===== src/hdl/hmmfb_pkg.sv =====
`timescale 1ns / 1ps

package hmmfb_pkg;

    localparam int MAX_STATES = 8;
    localparam int MAX_STEPS  = 256;
    localparam int FRAC_BITS  = 32;

    localparam int DW       = 64;
    localparam int ST_W     = $clog2(MAX_STATES);
    localparam int NS_W     = $clog2(MAX_STATES + 1);
    localparam int STEP_W   = $clog2(MAX_STEPS);
    localparam int LEN_W    = $clog2(MAX_STEPS + 1);
    localparam int ST_DEPTH = MAX_STEPS * MAX_STATES;
    localparam int TR_DEPTH = MAX_STEPS * MAX_STATES * MAX_STATES;
    localparam int ST_AW    = $clog2(ST_DEPTH);
    localparam int TR_AW    = $clog2(TR_DEPTH);

    localparam int CFG_IDX_W = 1;
    localparam int CFG_DW    = 4;
    localparam logic [CFG_IDX_W-1:0] CFG_HOMOG   = 1'd0;
    localparam logic [CFG_IDX_W-1:0] CFG_NSTATES = 1'd1;
    localparam logic [3:0] NSTATES_RST = 4'd8;

    localparam logic [2:0] K_INIT  = 3'd0;
    localparam logic [2:0] K_TRANS = 3'd1;
    localparam logic [2:0] K_DENS  = 3'd2;
    localparam logic [2:0] K_RUN   = 3'd3;
    localparam logic [2:0] K_READ  = 3'd4;

    localparam logic [1:0] W_ALPHA = 2'd0;
    localparam logic [1:0] W_BETA  = 2'd1;
    localparam logic [1:0] W_SCALE = 2'd2;
    localparam logic [1:0] W_XI    = 2'd3;

    localparam logic [1:0] STAT_OK   = 2'd0;
    localparam logic [1:0] STAT_SAT  = 2'd1;
    localparam logic [1:0] STAT_ZERO = 2'd2;

    localparam logic [DW-1:0] ALL_ONES = '1;

    typedef struct packed {
        logic [2:0]  kind;
        logic [7:0]  step_index;
        logic [2:0]  from_state;
        logic [2:0]  to_state;
        logic [63:0] data_value;
        logic [8:0]  seq_length;
        logic [1:0]  which_array;
    } in_item_t;

    typedef struct packed {
        logic [63:0] read_value;
        logic [1:0]  status;
    } out_item_t;

    typedef struct packed {
        logic fill;
        logic copy;
        logic rot;
        logic push;
    } cell_ctrl_t;

    function automatic logic [ST_AW-1:0] st_addr(input int unsigned step,
                                                 input int unsigned st);
        return ST_AW'(step * MAX_STATES + st);
    endfunction

    function automatic logic [TR_AW-1:0] tr_addr(input int unsigned step,
                                                 input int unsigned from,
                                                 input int unsigned to);
        return TR_AW'((step * MAX_STATES + from) * MAX_STATES + to);
    endfunction

endpackage


===== src/hdl/hmmfb_mul.sv =====
`timescale 1ns / 1ps

module hmmfb_mul (
    input  logic        aclk,
    input  logic        aresetn,
    input  logic        start,
    input  logic [63:0] a,
    input  logic [63:0] b,
    output logic        done,
    output logic [63:0] res,
    output logic        sat
);
    import hmmfb_pkg::*;

    logic         busy_reg;
    logic         done_reg;
    logic [2:0]   ph_reg;
    logic [63:0]  a_reg;
    logic [63:0]  b_reg;
    logic [63:0]  pp_reg;
    logic [1:0]   sh_reg;
    logic [127:0] prod_reg;
    logic [31:0]  a_h;
    logic [31:0]  b_h;
    logic [63:0]  pp;
    logic [127:0] pp_sh;

    assign a_h = ph_reg[1] ? a_reg[63:32] : a_reg[31:0];
    assign b_h = ph_reg[0] ? b_reg[63:32] : b_reg[31:0];
    assign pp  = a_h * b_h;

    always_comb begin
        unique case (sh_reg)
            2'd0:    pp_sh = {64'd0, pp_reg};
            2'd3:    pp_sh = {pp_reg, 64'd0};
            default: pp_sh = {32'd0, pp_reg, 32'd0};
        endcase
    end

    always_ff @(posedge aclk) begin
        if (!aresetn) begin
            busy_reg <= 1'b0;
            done_reg <= 1'b0;
            ph_reg   <= '0;
        end else begin
            done_reg <= 1'b0;
            if (start) begin
                busy_reg <= 1'b1;
                ph_reg   <= '0;
            end else if (busy_reg) begin
                ph_reg <= ph_reg + 3'd1;
                if (ph_reg == 3'd4) begin
                    busy_reg <= 1'b0;
                    done_reg <= 1'b1;
                end
            end
        end
    end

    always_ff @(posedge aclk) begin
        if (start) begin
            a_reg    <= a;
            b_reg    <= b;
            prod_reg <= '0;
        end else if (busy_reg) begin
            if (ph_reg != 3'd4) begin
                pp_reg <= pp;
                sh_reg <= ph_reg[1:0];
            end
            if (ph_reg != 3'd0) begin
                prod_reg <= prod_reg + pp_sh;
            end
        end
    end

    assign done = done_reg;
    assign sat  = prod_reg[127:FRAC_BITS+64] != '0;
    assign res  = sat ? ALL_ONES : prod_reg[FRAC_BITS+63:FRAC_BITS];

endmodule


===== config.mk =====
export PLATFORM = sky130hd
export DESIGN_NAME = hmmfb_mul
export DESIGN_NICKNAME = d
export VERILOG_FILES = /design/src/hdl/hmmfb_pkg.sv /design/src/hdl/hmmfb_mul.sv
export SDC_FILE = /design/constraint.sdc
export NUM_CORES = 2
export LEC_CHECK = 0
export ABC_CLOCK_PERIOD_IN_PS = 12100
export BUFFER_PORTS_ARGS = -buffer_cell sky130_fd_sc_hd__buf_2
export CORE_UTILIZATION = 29
export DETAILED_ROUTE_END_ITERATION = 7
export PLACE_DENSITY_LB_ADDON = 0.05
export SETUP_SLACK_MARGIN = 0.4
export SYNTH_ARGS = -nofsm -noshare
export SYNTH_HDL_FRONTEND = slang
export SYNTH_SLANG_ARGS = --single-unit

===== constraint.sdc =====
create_clock -name aclk -period 12.1 [get_ports aclk]
set_input_delay 1.815 -clock aclk [delete_from_list [all_inputs] [get_ports aclk]]
set_output_delay 1.815 -clock aclk [all_outputs]
set_load 0.01 [all_outputs]

==> flow_metrics.py <==
metrics = {
    "cells_and_area": {
        "drive_gt1_share_pct": 8.37,
        "nNetsFinal": 7683,
        "largest_reg_flops": 128,
        "filler_cell_count": 19704,
        "seq_area_mm2": 0.00850,
        "multi_input_area_mm2": 0.0411,
        "area_delta_synth_final_pct": 10.2,
    },
    "drt": {
        "drt_iter0_drc": 3205,
        "postRouteAntennaNets": 0,
        "drc": 2,
        "via_per_inst": 5.09,
        "via_count": 44679,
        "drtPass1Iterations": 8,
        "wire_per_inst_um": 26.9,
        "drt_wl_total_mm": 236,
    },
    "timing": {
        "final.min_clock_period_ns": 9.77,
        "clock_skew_ns": 0.0250,
        "post-route-period-util_pct": 80.7,
        "tightestPinTransition_ns": 1.28,
        "hold_ws_ns": 0.455,
        "max_freq_mhz": 102,
        "maxSlewViolCount": 0,
        "setup_tns_ns": 0,
        "rsz0062_at_grt": "false",
        "setup-violations-final": 0,
        "fin_ws_ns": 2.33,
        "relSlewSlack_pct": 13.0,
        "hold_viol": 0,
    },
    "worst_setup_path": {
        "required_ns": 12.53,
        "critical_path_class": "reg2reg",
        "worst-path-max-fanout": 42,
        "worstPathArrival_ns": 10.20,
        "max_stage_delay_ns": 0.89,
        "worst_setup_path_end_kind": "flip-flop",
        "worstSetupStartpointType": "flip-flop",
        "slowest_stage": "mux2i_2",
        "crit_path_frequent_cell": "fa_1",
    },
    "outcome": {
        "violations": "DRC",
        "outcome": "finished with violations",
    },
    "grt": {
        "grt_max_degree": 100,
        "antenna_found_initial": 4,
        "grt_pass1_vias": 46728,
        "grt_use_total_pct": 25.2,
        "grt-ovfl-total": 0,
        "grt_pass1_wl_mm": 339,
    },
    "run": {
        "maxCapViolCount": 0,
    },
    "clock_network": {
        "cts_htree_levels": 2,
        "postCtsSetupBuffers": 0,
        "clockRootBuffer": "clkbuf_16",
        "cts.clk_slew.worst_paths_ns": 0.06,
        "cts_made_buffers": 44,
        "cts_sinks": 327,
        "cts_resized": 0,
        "holdBufCountCts": 0,
        "cts_buffer_depth": 3,
        "cts_tree": "built",
        "clock_latency_ns": 0.69,
    },
    "logic_synthesis": {
        "synth_cells": 6241,
        "ys_warn_count": 0,
        "syn_area_mm2": 0.0540,
        "synth_nets": 7663,
        "synth_seq_area_share_pct": 15.7,
        "ys_seq_elements": 327,
        "synthArstFlopShare_pct": 0,
        "yosys.cell_types.count": 88,
        "ys_top_cells_by_area": "fa_1 33%, edfxtp_1 11%, ha_1 9.1%",
        "yosysTopAreaCell": "fa_1",
        "synth_edf_count": 194,
        "synth_top_area_share_pct": 33.2,
        "syn_area_per_cell_um2": 8.66,
        "ys.flop_type": "edfxtp_1",
    },
    "placed_design": {
        "dpl.hpwl_mm": 190,
        "port_buffers": 196,
        "place_worst_setup_slack_ns": 2.35,
        "place.gp.congestion": 0.938,
    },
    "floorplanning": {
        "start_util_pct": 29.2,
        "fp.coreArea_mm2": 0.185,
        "num_io_pins": 197,
        "die_w_um": 434,
        "rows": 158,
        "fp.dieArea_mm2": 0.188,
        "die_h_um": 434,
    },
    "min_path": {
        "worstHoldPathType": "reg2reg",
    },
}
==> worst max-delay path, delay by kind of cell (launching register included) <==
kind	cells	cell delay, ns
mux	1	0.89
fa+ha+maj	9	4.47
simple gates	5	1.13
compound gates	5	1.39
xor+xnor	1	0.09
flops	1	0.84
buf+inv	5	0.62
==> through the flow <==
step	instance area (um^2)	cells	utilization [%]
after detailed placement	58000	8695	31.3
after global placement	58000	8694	31.3
after CTS	59600	8773	32.2
after global routing	59600	8773	32.2
final	59600	8774	32.2
after floorplan	54000	6241	-
==> kinds of logic (layout without fill, tap and decap cells) <==
family | Yosys count | after routing | share of synthesized area (%)
other | 0 | 1 | 0
flip-flops | 327 | 327 | 15.7
adder cells (fa/ha/maj) | 1291 | 1291 | 42.3
XOR/XNOR | 158 | 158 | 2.56
multiplexers | 132 | 132 | 2.60
AO/OA/AOI/OAI | 988 | 988 | 11.4
AND/OR/NAND/NOR | 2071 | 2071 | 16.4
buffers and inverters | 1274 | 1326 | 8.98
==> cell type report <==
type / count / share of cell area (%)
flip-flops and latches: 327 / 14.3
well taps: 2480 / 5.21
clock buffers: 53 / 2.04
inverters: 953 / 6.00
diodes: 1 / 0.00420
clock inverters: 25 / 0.550
multi-input cells: 4640 / 69.0
repair buffers: 295 / 2.92
==> routing by layer <==
metal | global-route usage (%) | vias up | routed length (um)
met5 | 0 | - | 13
met4 | 10.3 | 2 | 10900
met3 | 3.23 | 326 | 11600
met2 | 41.1 | 1395 | 109000
met1 | 33.6 | 22854 | 105000
li1 | - | 20102 | -
==> cells in the final DEF, fill, tap and decap left out, types with 42 or more instances in the layout <==
cell type	Yosys	routed
a21oi_1	356	355
mux2_2	52	52
xnor2_1	113	113
buf_2	40	195
o21ai_0	223	223
or3_1	86	86
inv_1	952	952
mux2i_2	0	42
nor2_1	751	750
ha_1	394	393
xor2_1	45	45
a21o_1	88	88
clkbuf_16	0	46
o21bai_1	63	63
buf_4	5	98
nand2_1	873	873
edfxtp_1	194	194
and2_1	72	72
nand4_1	94	94
fa_1	897	897
nand3_1	46	46
dfxtp_1	133	131
==> final timing paths <==
| check | startpoint | end | slack, ns | cells after the start |
|---|---|---|---|---|
| setup / recovery | ph_reg[1] | pp_reg[61] | 2.33 | 26 |
| hold / removal | prod_reg[9] | prod_reg[9] | 0.46 | 2 |
| setup reg to reg | ph_reg[1] | pp_reg[61] | 2.33 | 26 |
| hold reg to reg | prod_reg[9] | prod_reg[9] | 0.46 | 2 |
==> cells in the mapped netlist (45+ instances only) <==
| cell type | instances |
|---|---|
| inv_1 | 952 |
| nor2_1 | 751 |
| edfxtp_1 | 194 |
| mux2i_1 | 67 |
| xor2_1 | 45 |
| a21o_1 | 88 |
| and2_1 | 72 |
| nand4_1 | 94 |
| o21bai_1 | 63 |
| ha_1 | 394 |
| nand2_1 | 873 |
| dfxtp_1 | 133 |
| clkbuf_1 | 262 |
| o21ai_0 | 223 |
| a21oi_1 | 356 |
| nand3_1 | 46 |
| fa_1 | 897 |
| mux2_2 | 52 |
| or3_1 | 86 |
| xnor2_1 | 113 |
Power is left out: the tool's default activity adds up to more than one toggle a clock period on the data nets, which glitch-free logic cannot reach.
