--- config.mk ---
export PLATFORM = sky130hd
export DESIGN_NAME = hmmfb_cell
export DESIGN_NICKNAME = d
export VERILOG_FILES = /design/src/hdl/hmmfb_pkg.sv /design/src/hdl/hmmfb_cell.sv
export SDC_FILE = /design/constraint.sdc
export NUM_CORES = 1
export LEC_CHECK = 0
export BUFFER_PORTS_ARGS = -buffer_cell sky130_fd_sc_hd__buf_2
export CAP_MARGIN = 20
export CORE_AREA = 2 2 127 129
export DETAILED_ROUTE_END_ITERATION = 8
export DIE_AREA = 0 0 129 131
export GPL_ROUTABILITY_DRIVEN = 0
export PLACE_DENSITY = 0.65
export SYNTH_ARGS = -nofsm -noshare
export SYNTH_HDL_FRONTEND = slang
export SYNTH_SLANG_ARGS = --single-unit
--- constraint.sdc ---
create_clock -name aclk -period 2.6 [get_ports aclk]
set_input_delay 0.39 -clock aclk [delete_from_list [all_inputs] [get_ports aclk]]
set_output_delay 0.39 -clock aclk [all_outputs]
set_load 0.02 [all_outputs]
--- src/hdl/hmmfb_pkg.sv ---
`timescale 1ns / 1ps

package hmmfb_pkg;

    localparam int MAX_STATES = 8;
    localparam int MAX_STEPS  = 256;
    localparam int FRAC_BITS  = 32;

    localparam int DW       = 64;
    localparam int ST_W     = $clog2(MAX_STATES);
    localparam int NS_W     = $clog2(MAX_STATES + 1);
    localparam int STEP_W   = $clog2(MAX_STEPS);
    localparam int LEN_W    = $clog2(MAX_STEPS + 1);
    localparam int ST_DEPTH = MAX_STEPS * MAX_STATES;
    localparam int TR_DEPTH = MAX_STEPS * MAX_STATES * MAX_STATES;
    localparam int ST_AW    = $clog2(ST_DEPTH);
    localparam int TR_AW    = $clog2(TR_DEPTH);

    localparam int CFG_IDX_W = 1;
    localparam int CFG_DW    = 4;
    localparam logic [CFG_IDX_W-1:0] CFG_HOMOG   = 1'd0;
    localparam logic [CFG_IDX_W-1:0] CFG_NSTATES = 1'd1;
    localparam logic [3:0] NSTATES_RST = 4'd8;

    localparam logic [2:0] K_INIT  = 3'd0;
    localparam logic [2:0] K_TRANS = 3'd1;
    localparam logic [2:0] K_DENS  = 3'd2;
    localparam logic [2:0] K_RUN   = 3'd3;
    localparam logic [2:0] K_READ  = 3'd4;

    localparam logic [1:0] W_ALPHA = 2'd0;
    localparam logic [1:0] W_BETA  = 2'd1;
    localparam logic [1:0] W_SCALE = 2'd2;
    localparam logic [1:0] W_XI    = 2'd3;

    localparam logic [1:0] STAT_OK   = 2'd0;
    localparam logic [1:0] STAT_SAT  = 2'd1;
    localparam logic [1:0] STAT_ZERO = 2'd2;

    localparam logic [DW-1:0] ALL_ONES = '1;

    typedef struct packed {
        logic [2:0]  kind;
        logic [7:0]  step_index;
        logic [2:0]  from_state;
        logic [2:0]  to_state;
        logic [63:0] data_value;
        logic [8:0]  seq_length;
        logic [1:0]  which_array;
    } in_item_t;

    typedef struct packed {
        logic [63:0] read_value;
        logic [1:0]  status;
    } out_item_t;

    typedef struct packed {
        logic fill;
        logic copy;
        logic rot;
        logic push;
    } cell_ctrl_t;

    function automatic logic [ST_AW-1:0] st_addr(input int unsigned step,
                                                 input int unsigned st);
        return ST_AW'(step * MAX_STATES + st);
    endfunction

    function automatic logic [TR_AW-1:0] tr_addr(input int unsigned step,
                                                 input int unsigned from,
                                                 input int unsigned to);
        return TR_AW'((step * MAX_STATES + from) * MAX_STATES + to);
    endfunction

endpackage

--- src/hdl/hmmfb_cell.sv ---
`timescale 1ns / 1ps

module hmmfb_cell (
    input  logic                   aclk,
    input  hmmfb_pkg::cell_ctrl_t  ctrl,
    input  logic [63:0]            prev_in,
    input  logic [63:0]            cur_in,
    input  logic [63:0]            fill_val,
    output logic [63:0]            prev_q,
    output logic [63:0]            cur_q
);
    import hmmfb_pkg::*;

    logic [63:0] prev_reg;
    logic [63:0] cur_reg;

    always_ff @(posedge aclk) begin
        priority if (ctrl.fill) begin
            prev_reg <= fill_val;
        end else if (ctrl.copy) begin
            prev_reg <= cur_reg;
        end else if (ctrl.rot) begin
            prev_reg <= prev_in;
        end
        if (ctrl.push) begin
            cur_reg <= cur_in;
        end
    end

    assign prev_q = prev_reg;
    assign cur_q  = cur_reg;

endmodule
==> metrics, run 1 <==
status=complete, no violations; DRC violation count after routing=0; critical path endpoint category=output pin; synth unique cells=10; pwr dens=728 nW/um2; synthesis warning total=0; ys async rst share=0%; clock skew=4.12 ps; gr usage total=16.2%; antenna violations before repair=0; final hold vios=0; TritonCTS clock tree=built; Die W=129 um; Max Cap Viol=0; worst skew pair latency=410 ps; # rows=46; endpoints failing setup=0; # IOs=325; Die H=131 um; final wirelength=14300 um; Post-synth top cells=edfxtp_1, mux2i_1, nand2_1, o21ai_1, clkbuf_1; Setup CP Type=flop to output pin; antenna viol nets, final=0; CTS H-tree depth=4; Num Clock Sinks=128; P_leak=0.00348 uW; root buffer cell=clkbuf_16; Worst path max stage delay=420 ps; clock slew at reported path FFs=50 ps; total die area=16900 um2; CTS resizes=0; Final Instance Area=7520 um2; Max Freq=between 0.7 and 0.8 GHz; number of synthesized flops with an enable pin=between 100 and 150; fillers=1419; max-slew violations=0; placed cell count=865; Synth area leader=edfxtp_1; Synth Cell Area=5190 um2; CTS buffer count=17; Worst-Margin Slew=843 ps; First-pass DRT Iterations=6; critical path's slowest cell=edfxtp_1; synthesized instance count=342; Syn Area/Cell=between 15 and 20 um2; first-pass GRT wire length=between 20000 and 25000 um; Place WS=829 ps; Period minus WS final=1400 ps; crit path buf inv count=1; Mapped Nets=539; worst path cell trace=buf_2; crit-path leading delay family=flip-flops; worst-case clock buffer depth=2; worst hold slack=155 ps; Crit Path Max Fanout=2; Cell Area, Placed=7020 um2; Ant. Diodes=0; via count=between 4000 and 5000; Initial Util=33.3%; #FFs+latches synth=128; most frequent cell after synthesis=edfxtp_1; kind of start point of the critical path=flop; CP Data Required Time=around 2200 ps; Iter 0 DRT Violations=approximately 160; Synth top area share=74.0%; share of cells above drive strength 1=between 50 and 60%; Slew HR=a little over two fifths; Arr. time, crit path=1010 ps; # hold bufs at CTS=0; worst vdd ir=0.000372 V; area of the core=~16000 um2; # nets final=865; largest cells by area after synthesis=edfxtp_1, mux2i_1, o21ai_1; unrepaired setup endpoints after global routing=false; setup repair bufs after CTS=0; Most used DFF post-synth=edfxtp_1; pin count of the biggest net entering global routing=between 100 and 150; Final TNS setup=0 ps; post-synthesis sequential area ratio=around 74%; Routed wire per std cell=16.0 um; synthesis-to-layout area growth=44.8%; total gr overflow=0; vias in the first global route=between 3000 and 4000; min-delay worst type=primary input to flop; fin cells=894; Tcrit/Tclk final=53.9%; Final WS setup=between 1000 and 1500 ps; Vias/cell=4.54; Port Buf Inserts=324
==> cell usage in the layout (no fill, tap or decap), drive strengths merged <==
| cell type | instances |
|---|---|
| clkbuf | 18 |
| clkinvlp | 1 |
| buf | 328 |
| bufinv | 1 |
| clkinv | 9 |
| mux2i | 64 |
| edfxtp | 128 |
| or3 | 1 |
| o21ai | 64 |
| nand2 | 64 |
==> metal layers <==
| layer | GRT usage, % | part of all wire, % | vias to the layer above |
|---|---|---|---|
| met5 | 0 | 0 | - |
| met4 | 8.70 | 2.4 | 0 |
| met3 | 5.05 | 7.4 | 23 |
| met2 | 27.8 | 52 | 209 |
| met1 | 18.2 | 38 | 1898 |
| li1 | - | - | 1932 |
==> state kept, by name, indices dropped and copies added, names as in the netlist <==
signal  count
cur_q      64
prev_q     64
==> worst paths after layout <==
path / startpoint / cells after the start / slack [ps] / endpoint
max: cur_q[55] / 1 / 1200 / cur_q[55]
min: cur_in[1] / 1 / 150 / cur_q[1]
max reg2reg: cur_q[62] / 2 / 1640 / prev_q[62]
min reg2reg: cur_q[7] / 2 / 620 / prev_q[7]
==> per-stage QoR <==
step                      utilization (%)  power (uW)
after floorplan                         -        3050
after global placement               45.0        3430
after detailed placement             45.0        3450
after CTS                            48.2        5550
after global routing                 48.2        5710
final                                48.2        5480
==> cell families after synthesis <==
logic type / synth area share (%)
and+or+nand+nor: 4.75
DFF: 74.0
muxes: 12.3
buffers and inverters: 2.75
AOI/OAI and AO/OA: 6.17
==> area by class of cell <==
type | instances | area, um2 | area share, %
Sequential cell | 128 | 3840 | 51.1
Timing Repair Buffer | 328 | 1690 | 22.5
Tap cell | 216 | 270 | 3.59
Clock inverter | 11 | 76.3 | 1.01
Multi-Input combinational cell | 193 | 1210 | 16.1
Clock buffer | 18 | 429 | 5.71
==> report_power, final <==
part	switching (uW)	leakage [uW]	internal [uW]
logic	514	0.00193	319
registers	70.9	0.00131	2500
clock network	805	0.000248	1270
total	1390	0.00348	4080
(Power assumes the default switching activity.)
==> run 2, diff against run 1 <==
==> constraint.sdc (replaced) <==
create_clock -name aclk -period 1.5 [get_ports aclk]
set_input_delay 0.225 -clock aclk [delete_from_list [all_inputs] [get_ports aclk]]
set_output_delay 0.225 -clock aclk [all_outputs]
set_load 0.02 [all_outputs]
==> metrics, run 2 (synthesis gave the netlist of run 1 again) <==
worst min-delay path endpoint=cur_q[57]; Arr. time, crit path=1020 ps; status=complete, no violations; TritonCTS clock tree=built; gr usage total=17.0%; R2R depth=2; Worst R2R Setup Slack=570 ps; CTS H-tree depth=4; pin count of the biggest net entering global routing=65; DRC violation count after routing=0; Num Clock Sinks=128; First-pass DRT Iterations=4; Routed wire per std cell=15.5 um; Critical R2R Capture=prev_q[0]; RR Startpoint=cur_q[0]; Ant. Diodes=0; Slew HR=72.5%; hold depth=1; crit-path leading delay family=flip-flops; CTS resizes=0; endpoints failing setup=0; share of cells above drive strength 1=47.8%; first-pass GRT wire length=~22000 um; # IOs=325; Tcrit/Tclk final=83.1%; CP Data Required Time=1270 ps; clock slew at reported path FFs=50 ps; Worst Hold Launch=cur_in[57]; P_leak=0.00378 uW; Max Freq=0.802 GHz; antenna viol nets, final=0; Worst-Margin Slew=about 410 ps; crit path buf inv count=1; max-slew violations=0; min-delay worst type=primary input to flop; CTS buffer count=17; Final TNS setup=0 ps; worst skew pair latency=400 ps; root buffer cell=clkbuf_16; Initial Util=~33%; Max Cap Viol=0; # rows=46; final wirelength=14900 um; via count=4304; Iter 0 DRT Violations=116; most frequent cells in the layout=buf_2, edfxtp_1, mux2i_1, nand2_1, o21ai_1; worst vdd ir=between 0.0006 and 0.0007 V; unrepaired setup endpoints after global routing=false; hpwl dp=11000 um; Die W=129 um; area of the core=15600 um2; synthesis-to-layout area growth=58.6%; total gr overflow=0; Vias/cell=about 4.5; worst-case clock buffer depth=2; pwr dens=1190 nW/um2; vias in the first global route=4298; Die H=about 130 um; final hold vios=0; Setup CP Type=flop to output pin; antenna violations before repair=0; Period minus WS final=about 1200 ps; Crit Path Max Fanout=2; critical path endpoint category=output pin; # nets final=929; commonest non-fill, non-tap cell in the layout=buf_2; Worst path max stage delay=roughly 430 ps; worst path cell trace=buf_2; total die area=16900 um2; kind of start point of the critical path=flop; worst hold slack=21.2 ps; fillers=1360; clock skew=8.17 ps; critical path's slowest cell=edfxtp_1; Port Buf Inserts=between 300 and 400
run 2: changes by cell type in the layout (fill, tap and decap cells not counted), moves of 2 or more:
cell | previous run | this run
clkbuf_1 | 1 | 4
buf_12 | 3 | 7
clkinv_1 | 5 | 3
dlygate4sd3_1 | 0 | 61
run 2: timing repair:
action	in CTS	in global routing
hold endpoints to repair	61	0
hold buffers	61	0
buffers inserted	0	0
run 2: per-layer routing:
metal  track usage (%)  routed length, um
met1              18.9               5640
met2              30.7               7960
met3              4.52                998
met4              7.61                297
met5                 0                  0
run 2: stage by stage:
stage	utilization, %	cells	total power, uW	setup slack (ps)	area, um2
after CTS	52.8	959	9950	197	8240
after global routing	52.8	959	10200	187	8240
after detailed placement	45.5	868	6020	199	7090
after global placement	45.5	868	5980	211	7090
after floorplan	-	342	5280	154	5200
final	52.8	959	9830	254	8240
run 2: worst max-delay path by stage:
stage / startpoint / end / slack [ps] / cells past startpoint
2_1_floorplan: ctrl[2] / prev_q[0] / 150 / 2
3_3_place_gp: ctrl[2] / prev_q[42] / 210 / 3
3_5_place_dp: ctrl[2] / prev_q[38] / 200 / 3
4_1_cts: cur_q[0] / cur_q[0] / 200 / 1
5_1_grt: cur_q[0] / cur_q[0] / 190 / 1
6_report: cur_q[52] / cur_q[52] / 250 / 1
run 2: layout make-up:
cell class / count / area, um2 / area share [%]
Multi-Input combinational cell: 193 / 1210 / 14.7
Tap cell: 216 / 270 / 3.28
Timing Repair Buffer: 392 / 2380 / 28.9
Clock inverter: 9 / 93.8 / 1.14
Clock buffer: 21 / 440 / 5.35
Sequential cell: 128 / 3840 / 46.7
run 2: power by group:
part           total (uW)  internal, uW  leakage (uW)  switching, uW
Combinational        1590           675       0.00222            917
Clock                3780          2400      0.000259           1390
Sequential           4460          4330       0.00131            131
Total                9830          7400       0.00378           2430
