**src/hdl/hmmfb_pkg.sv**
```systemverilog
`timescale 1ns / 1ps

package hmmfb_pkg;

    localparam int MAX_STATES = 8;
    localparam int MAX_STEPS  = 256;
    localparam int FRAC_BITS  = 32;

    localparam int DW       = 64;
    localparam int ST_W     = $clog2(MAX_STATES);
    localparam int NS_W     = $clog2(MAX_STATES + 1);
    localparam int STEP_W   = $clog2(MAX_STEPS);
    localparam int LEN_W    = $clog2(MAX_STEPS + 1);
    localparam int ST_DEPTH = MAX_STEPS * MAX_STATES;
    localparam int TR_DEPTH = MAX_STEPS * MAX_STATES * MAX_STATES;
    localparam int ST_AW    = $clog2(ST_DEPTH);
    localparam int TR_AW    = $clog2(TR_DEPTH);

    localparam int CFG_IDX_W = 1;
    localparam int CFG_DW    = 4;
    localparam logic [CFG_IDX_W-1:0] CFG_HOMOG   = 1'd0;
    localparam logic [CFG_IDX_W-1:0] CFG_NSTATES = 1'd1;
    localparam logic [3:0] NSTATES_RST = 4'd8;

    localparam logic [2:0] K_INIT  = 3'd0;
    localparam logic [2:0] K_TRANS = 3'd1;
    localparam logic [2:0] K_DENS  = 3'd2;
    localparam logic [2:0] K_RUN   = 3'd3;
    localparam logic [2:0] K_READ  = 3'd4;

    localparam logic [1:0] W_ALPHA = 2'd0;
    localparam logic [1:0] W_BETA  = 2'd1;
    localparam logic [1:0] W_SCALE = 2'd2;
    localparam logic [1:0] W_XI    = 2'd3;

    localparam logic [1:0] STAT_OK   = 2'd0;
    localparam logic [1:0] STAT_SAT  = 2'd1;
    localparam logic [1:0] STAT_ZERO = 2'd2;

    localparam logic [DW-1:0] ALL_ONES = '1;

    typedef struct packed {
        logic [2:0]  kind;
        logic [7:0]  step_index;
        logic [2:0]  from_state;
        logic [2:0]  to_state;
        logic [63:0] data_value;
        logic [8:0]  seq_length;
        logic [1:0]  which_array;
    } in_item_t;

    typedef struct packed {
        logic [63:0] read_value;
        logic [1:0]  status;
    } out_item_t;

    typedef struct packed {
        logic fill;
        logic copy;
        logic rot;
        logic push;
    } cell_ctrl_t;

    function automatic logic [ST_AW-1:0] st_addr(input int unsigned step,
                                                 input int unsigned st);
        return ST_AW'(step * MAX_STATES + st);
    endfunction

    function automatic logic [TR_AW-1:0] tr_addr(input int unsigned step,
                                                 input int unsigned from,
                                                 input int unsigned to);
        return TR_AW'((step * MAX_STATES + from) * MAX_STATES + to);
    endfunction

endpackage

```
**src/hdl/hmmfb_recip.sv**
```systemverilog
`timescale 1ns / 1ps

module hmmfb_recip (
    input  logic        aclk,
    input  logic        aresetn,
    input  logic        start,
    input  logic [63:0] divisor,
    output logic        done,
    output logic [63:0] quot,
    output logic        sat
);
    import hmmfb_pkg::*;

    localparam int CW = $clog2(2 * FRAC_BITS + 1);
    localparam logic [CW-1:0] TOP = CW'(2 * FRAC_BITS);

    logic          busy_reg;
    logic          done_reg;
    logic [CW-1:0] b_reg;
    logic [63:0]   div_reg;
    logic [63:0]   rem_reg;
    logic [63:0]   q_reg;
    logic          over_reg;
    logic [64:0]   r2;
    logic [64:0]   diff;
    logic          ge;

    assign r2   = {rem_reg, b_reg == TOP};
    assign ge   = r2 >= {1'b0, div_reg};
    assign diff = r2 - {1'b0, div_reg};

    always_ff @(posedge aclk) begin
        if (!aresetn) begin
            busy_reg <= 1'b0;
            done_reg <= 1'b0;
        end else begin
            done_reg <= 1'b0;
            if (start) begin
                busy_reg <= 1'b1;
            end else if (busy_reg && b_reg == '0) begin
                busy_reg <= 1'b0;
                done_reg <= 1'b1;
            end
        end
    end

    always_ff @(posedge aclk) begin
        if (start) begin
            div_reg  <= divisor;
            rem_reg  <= '0;
            q_reg    <= '0;
            over_reg <= 1'b0;
            b_reg    <= TOP;
        end else if (busy_reg) begin
            rem_reg <= ge ? diff[63:0] : r2[63:0];
            q_reg   <= {q_reg[62:0], ge};
            if (ge && 32'(b_reg) > 63) begin
                over_reg <= 1'b1;
            end
            b_reg <= b_reg - 1'b1;
        end
    end

    assign done = done_reg;
    assign sat  = over_reg;
    assign quot = over_reg ? ALL_ONES : q_reg;

endmodule

```
**config.mk**
```make
export PLATFORM = sky130hd
export DESIGN_NAME = hmmfb_recip
export DESIGN_NICKNAME = d
export VERILOG_FILES = /design/src/hdl/hmmfb_pkg.sv /design/src/hdl/hmmfb_recip.sv
export SDC_FILE = /design/constraint.sdc
export NUM_CORES = 1
export LEC_CHECK = 0
export BUFFER_PORTS_ARGS = -buffer_cell sky130_fd_sc_hd__buf_2
export CAP_MARGIN = 5
export CORE_UTILIZATION = 37
export DETAILED_ROUTE_END_ITERATION = 12
export PLACE_DENSITY_LB_ADDON = 0.05
export RECOVER_POWER = 100
export SLEW_MARGIN = 5
export SYNTH_ARGS = -nofsm -noshare
export SYNTH_HDL_FRONTEND = slang
export SYNTH_SLANG_ARGS = --single-unit
```
**constraint.sdc**
```tcl
create_clock -name aclk -period 10.5 [get_ports aclk]
set_input_delay 1.05 -clock aclk [delete_from_list [all_inputs] [get_ports aclk]]
set_output_delay 1.05 -clock aclk [all_outputs]
set_load 0.01 [all_outputs]
```
==> results by stage <==
Run status:
- The run finished, with violations left.
- The checks that failed: capacitance limit, slew limit.

Placed design:
- The half-perimeter wire length after detailed placement is 20400 um.
- The placed instances occupy a cell area of 12700 um2.
- Port buffering added approximately 130 buffers.
- The placer's final routability congestion estimate is 0.855.

Synthesis:
- Synthesis handed over a netlist of 1333 instances.
- After synthesis, flip-flops and latches occupy 39.7% of the total area.
- The number of synthesized flops with an enable pin is 64.
- The post-synthesis cell type count is 73.
- Among all cell types in the netlist, the one instantiated most often is sky130_fd_sc_hd__nor2_1.
- The most instantiated flip-flop cell in the synthesis netlist is sky130_fd_sc_hd__dfxtp_1.
- The total number of yosys warnings is 0.
- The post-synthesis area per instance is 8.85 um2.
- The number of nets in the synthesized netlist is between 1000 and 1500.
- The post-synthesis cell type with the largest combined area is sky130_fd_sc_hd__dfxtp_1.
- After synthesis, the most frequently instantiated cells are 191 x sky130_fd_sc_hd__nor2_1, 138 x sky130_fd_sc_hd__dfxtp_1, 117 x sky130_fd_sc_hd__a21oi_1, 83 x sky130_fd_sc_hd__inv_1, 76 x sky130_fd_sc_hd__mux2i_1.
- In the synthesized netlist the async set-or-reset flop fraction comes to 0%.
- Ranked by total cell area, the synthesized netlist is headed by sky130_fd_sc_hd__dfxtp_1 23%, sky130_fd_sc_hd__edfxtp_1 16%, sky130_fd_sc_hd__ha_1 7.1%.
- In this run the cell area of the synthesized design comes to 11800 um2.
- Of the post-synthesis cell area, the dominant cell type holds 23.4%.
- The number of synthesized register bits is between 200 and 250.

Clock tree:
- The number of gates given a new drive strength after cts is 0.
- At the later pin of the worst-skew pair, clock insertion delay measures 0.54 ns.
- The deepest level of the CTS H-tree is 1.
- The number of buffers on the longest clock path is 3.
- After clock tree synthesis, the setup repair step added 0 buffers.
- The clock tree root buffer cell is sky130_fd_sc_hd__clkbuf_16.
- The clock buffer count from CTS is 26.
- The TritonCTS clock tree is done.
- The tree built by TritonCTS fans out to 202 sinks.
- Clock-pin slew was measured on the worst setup and hold paths at 0.06 ns.
- The hold buffer count at cts is 0.

Route:
- The number of vias after detailed routing is between 9000 and 10000.
- The iteration count of the initial detailed-routing pass is 5.
- For this run, design rule violations remaining after detail routing come to 0.
- Dividing the detail-routed wire length by the instance count gives 15.5 um.
- The total detailed-routing wirelength is 28700 um.
- The number of vias per cell is between 5 and 6.
- For this block, the initial DRC count from the detailed router was a little under 500.
- The count of nets left with antenna violations once routing finished came out at 0.

Worst setup path:
- The logic depth of the worst register-to-register path is 17.
- Traced cell by cell, the critical path runs through inv_1 > ha_1 > and3_1 > nand2_1 > ha_1 > nor2b_1 > o31a_1 > o31ai_1 > a31oi_1 > a311oi_1 > o21ai_4 > a31oi_4 > o21a_4 > clkbuf_1 > mux2_2 > mux2i_1 > nor2_1.
- STA classifies the critical path startpoint as a register.
- The dominant cell type by count on the critical path is sky130_fd_sc_hd__ha_1.
- The cell type group with the largest total delay on the critical path is buffers and inverters.
- Together, buffers and inverters on the worst path number 2.
- The critical path crosses 17 cells after its start point.
- For the worst setup path, the data required time is 10.78 ns.
- The worst setup path category is reg -> reg.
- STA classifies the critical path endpoint as a register.
- The launch point of the worst reg-to-reg path is b_reg[0].
- In this design, the stage delay of the slowest critical-path cell is between 2 and 2.5 ns.
- The setup slack of the worst register-to-register path is 3.65 ns.
- The end of the worst register-to-register path is rem_reg[11].
- The data arrival time of the critical path is a little over 7 ns.
- The cell type of the slowest stage on the worst timing path is sky130_fd_sc_hd__clkbuf_1.
- Along the worst path, the maximum fanout reaches 73.

Timing:
- The count of final max-slew check failures is 440.
- The share of the cycle needed by the critical path after routing is about two thirds.
- Setup repair after global routing left no endpoint under its margin.
- Across the routed clock network, the largest skew measured is roughly 0.012 ns.
- The count of endpoints failing setup in the final report is 0.
- The worst slew margin relative to its limit is -148%.
- The time the worst path needs with I/O delays and setup is about 6.8 ns.
- Based on the critical path, the design can be clocked at up to approximately 150 MHz.
- The transition time at the pin with the least slew margin is 3.72 ns.
- The final hold violation count was 0.
- In the final timing run, aggregate negative setup slack is 0 ns.

Floorplanning:
- For this configuration, the core starts out at a cell density of 37.5%.
- The floorplan has 65 rows.
- The floorplan step defined a die boundary enclosing 32600 um2.
- The die width is around 180 um.
- The area of the core region is 31500 um2.
- In this run the vertical extent of the chip is 181 um.
- Pin placement for this block handled 133 I/O pins.

Layout:
- The share of layout cells above drive strength 1 is 13.1%.
- The count of filler cells inserted in the layout is around 3200.
- The final layout contains 1558 nets.
- The register area is 4680 um2.
- 0 antenna diodes ended up in the layout.
- The combined area of the multi-input logic cells is 6430 um2.
- The relative area change from synthesis to final layout is 13.3%.
- The cell area after layout is 13400 um2.

Power and ir drop:
- The worst ir drop on vdd is between 0.0001 and 0.00015 V.
- The leakage dissipation is 5.85 nW.
- Power spread over the standard cell area amounts to 173 nW/um2.
- The total chip power is 2.32 mW.

Min path:
- In this run the most critical hold path is launched from q_reg[63].
- The terminating pin of the worst hold path is q_reg[63].
- Along the worst hold path, the cell count comes to 2.
- The worst min-delay path class is reg -> reg.

Global routing:
- The number of antenna violations at the first check in global routing is 0.
- Entering global routing, the biggest net connects 89 pins.
- The via count of the first global-routing pass was 9417.
- The aggregate global routing overflow is 0.
- The first global-routing pass estimated ~48000 um of wire.
- The overall track demand over capacity in global routing is 17.7%.

Flow run:
- The number of max-cap violations is 7.
## worst min-delay path, cell delays in order (launching register included)
cell and delay, ns:
sky130_fd_sc_hd__dfxtp_1 0.32, sky130_fd_sc_hd__mux2i_1 0.06, sky130_fd_sc_hd__nor2_1 0.07
## final cells by class
type                            count  area share, %
Multi-Input combinational cell    970           48.1
Clock inverter                     16          0.711
Sequential cell                   202           35.0
Timing Repair Buffer              139           4.52
Tap cell                          402           3.76
Clock buffer                       32           5.50
Inverter                           84           2.36
## worst max-delay path by stage
stage	start	to	slack, ns
after floorplan	b_reg[0]	rem_reg[56]	7.09
after global placement	b_reg[0]	rem_reg[11]	6.01
after detailed placement	b_reg[0]	rem_reg[11]	5.89
after CTS	b_reg[0]	rem_reg[11]	5.85
after global routing	b_reg[0]	rem_reg[2]	2.84
final	b_reg[0]	rem_reg[11]	3.65
## per-stage QoR
stage / utilization, % / hold WS (ns) / cells / worst slack (ns)
2_1_floorplan: - / 0.452 / 1333 / 7.09
3_3_place_gp: 40.4 / 0.475 / 1797 / 6.01
3_5_place_dp: 40.4 / 0.475 / 1797 / 5.89
4_1_cts: 43.0 / 0.489 / 1845 / 5.85
5_1_grt: 42.5 / 0.514 / 1845 / 2.84
6_report: 42.5 / 0.487 / 1845 / 3.65
## where the power goes
| part | switching, mW | internal (mW) |
|---|---|---|
| Sequential | 0.0349 | 0.857 |
| Clock | 0.354 | 0.499 |
| Combinational | 0.342 | 0.231 |
## kinds of logic after synthesis
family / count (synthesis) / synth area share [%]
and+or+nand+nor: 408 / 16.4
AOI/OAI and AO/OA: 353 / 19.9
DFF: 202 / 39.7
buffers and inverters: 161 / 5.39
muxes: 79 / 6.73
adders and majority gates: 68 / 7.27
xor gates and xnor gates: 62 / 4.60
## cells in the final DEF (no fill, tap or decap), types with 11 or more instances in the layout
| master | n |
|---|---|
| sky130_fd_sc_hd__a21o_1 | 38 |
| sky130_fd_sc_hd__nand2_1 | 53 |
| sky130_fd_sc_hd__or2_2 | 66 |
| sky130_fd_sc_hd__buf_2 | 63 |
| sky130_fd_sc_hd__clkbuf_16 | 28 |
| sky130_fd_sc_hd__a211oi_1 | 45 |
| sky130_fd_sc_hd__inv_1 | 83 |
| sky130_fd_sc_hd__ha_1 | 67 |
| sky130_fd_sc_hd__xnor2_1 | 35 |
| sky130_fd_sc_hd__nand4_1 | 22 |
| sky130_fd_sc_hd__nor3_1 | 11 |
| sky130_fd_sc_hd__nor2_1 | 191 |
| sky130_fd_sc_hd__a31oi_1 | 19 |
| sky130_fd_sc_hd__nor2b_1 | 12 |
| sky130_fd_sc_hd__mux2i_1 | 76 |
| sky130_fd_sc_hd__o21ai_0 | 43 |
| sky130_fd_sc_hd__clkbuf_1 | 77 |
| sky130_fd_sc_hd__nand3_1 | 18 |
| sky130_fd_sc_hd__dfxtp_1 | 138 |
| sky130_fd_sc_hd__o21bai_1 | 19 |
| sky130_fd_sc_hd__a21oi_1 | 117 |
| sky130_fd_sc_hd__edfxtp_1 | 64 |
| sky130_fd_sc_hd__xor2_1 | 27 |
## routing by layer
metal / up-vias / GRT usage (%) / wire length [um]
met5: - / 0 / 0
met4: 0 / 4.96 / 776
met3: 45 / 2.67 / 874
met2: 149 / 30.0 / 13300
met1: 4423 / 23.1 / 13800
li1: 4919 / - / -
No activity file was read; power rests on OpenSTA's default activity.
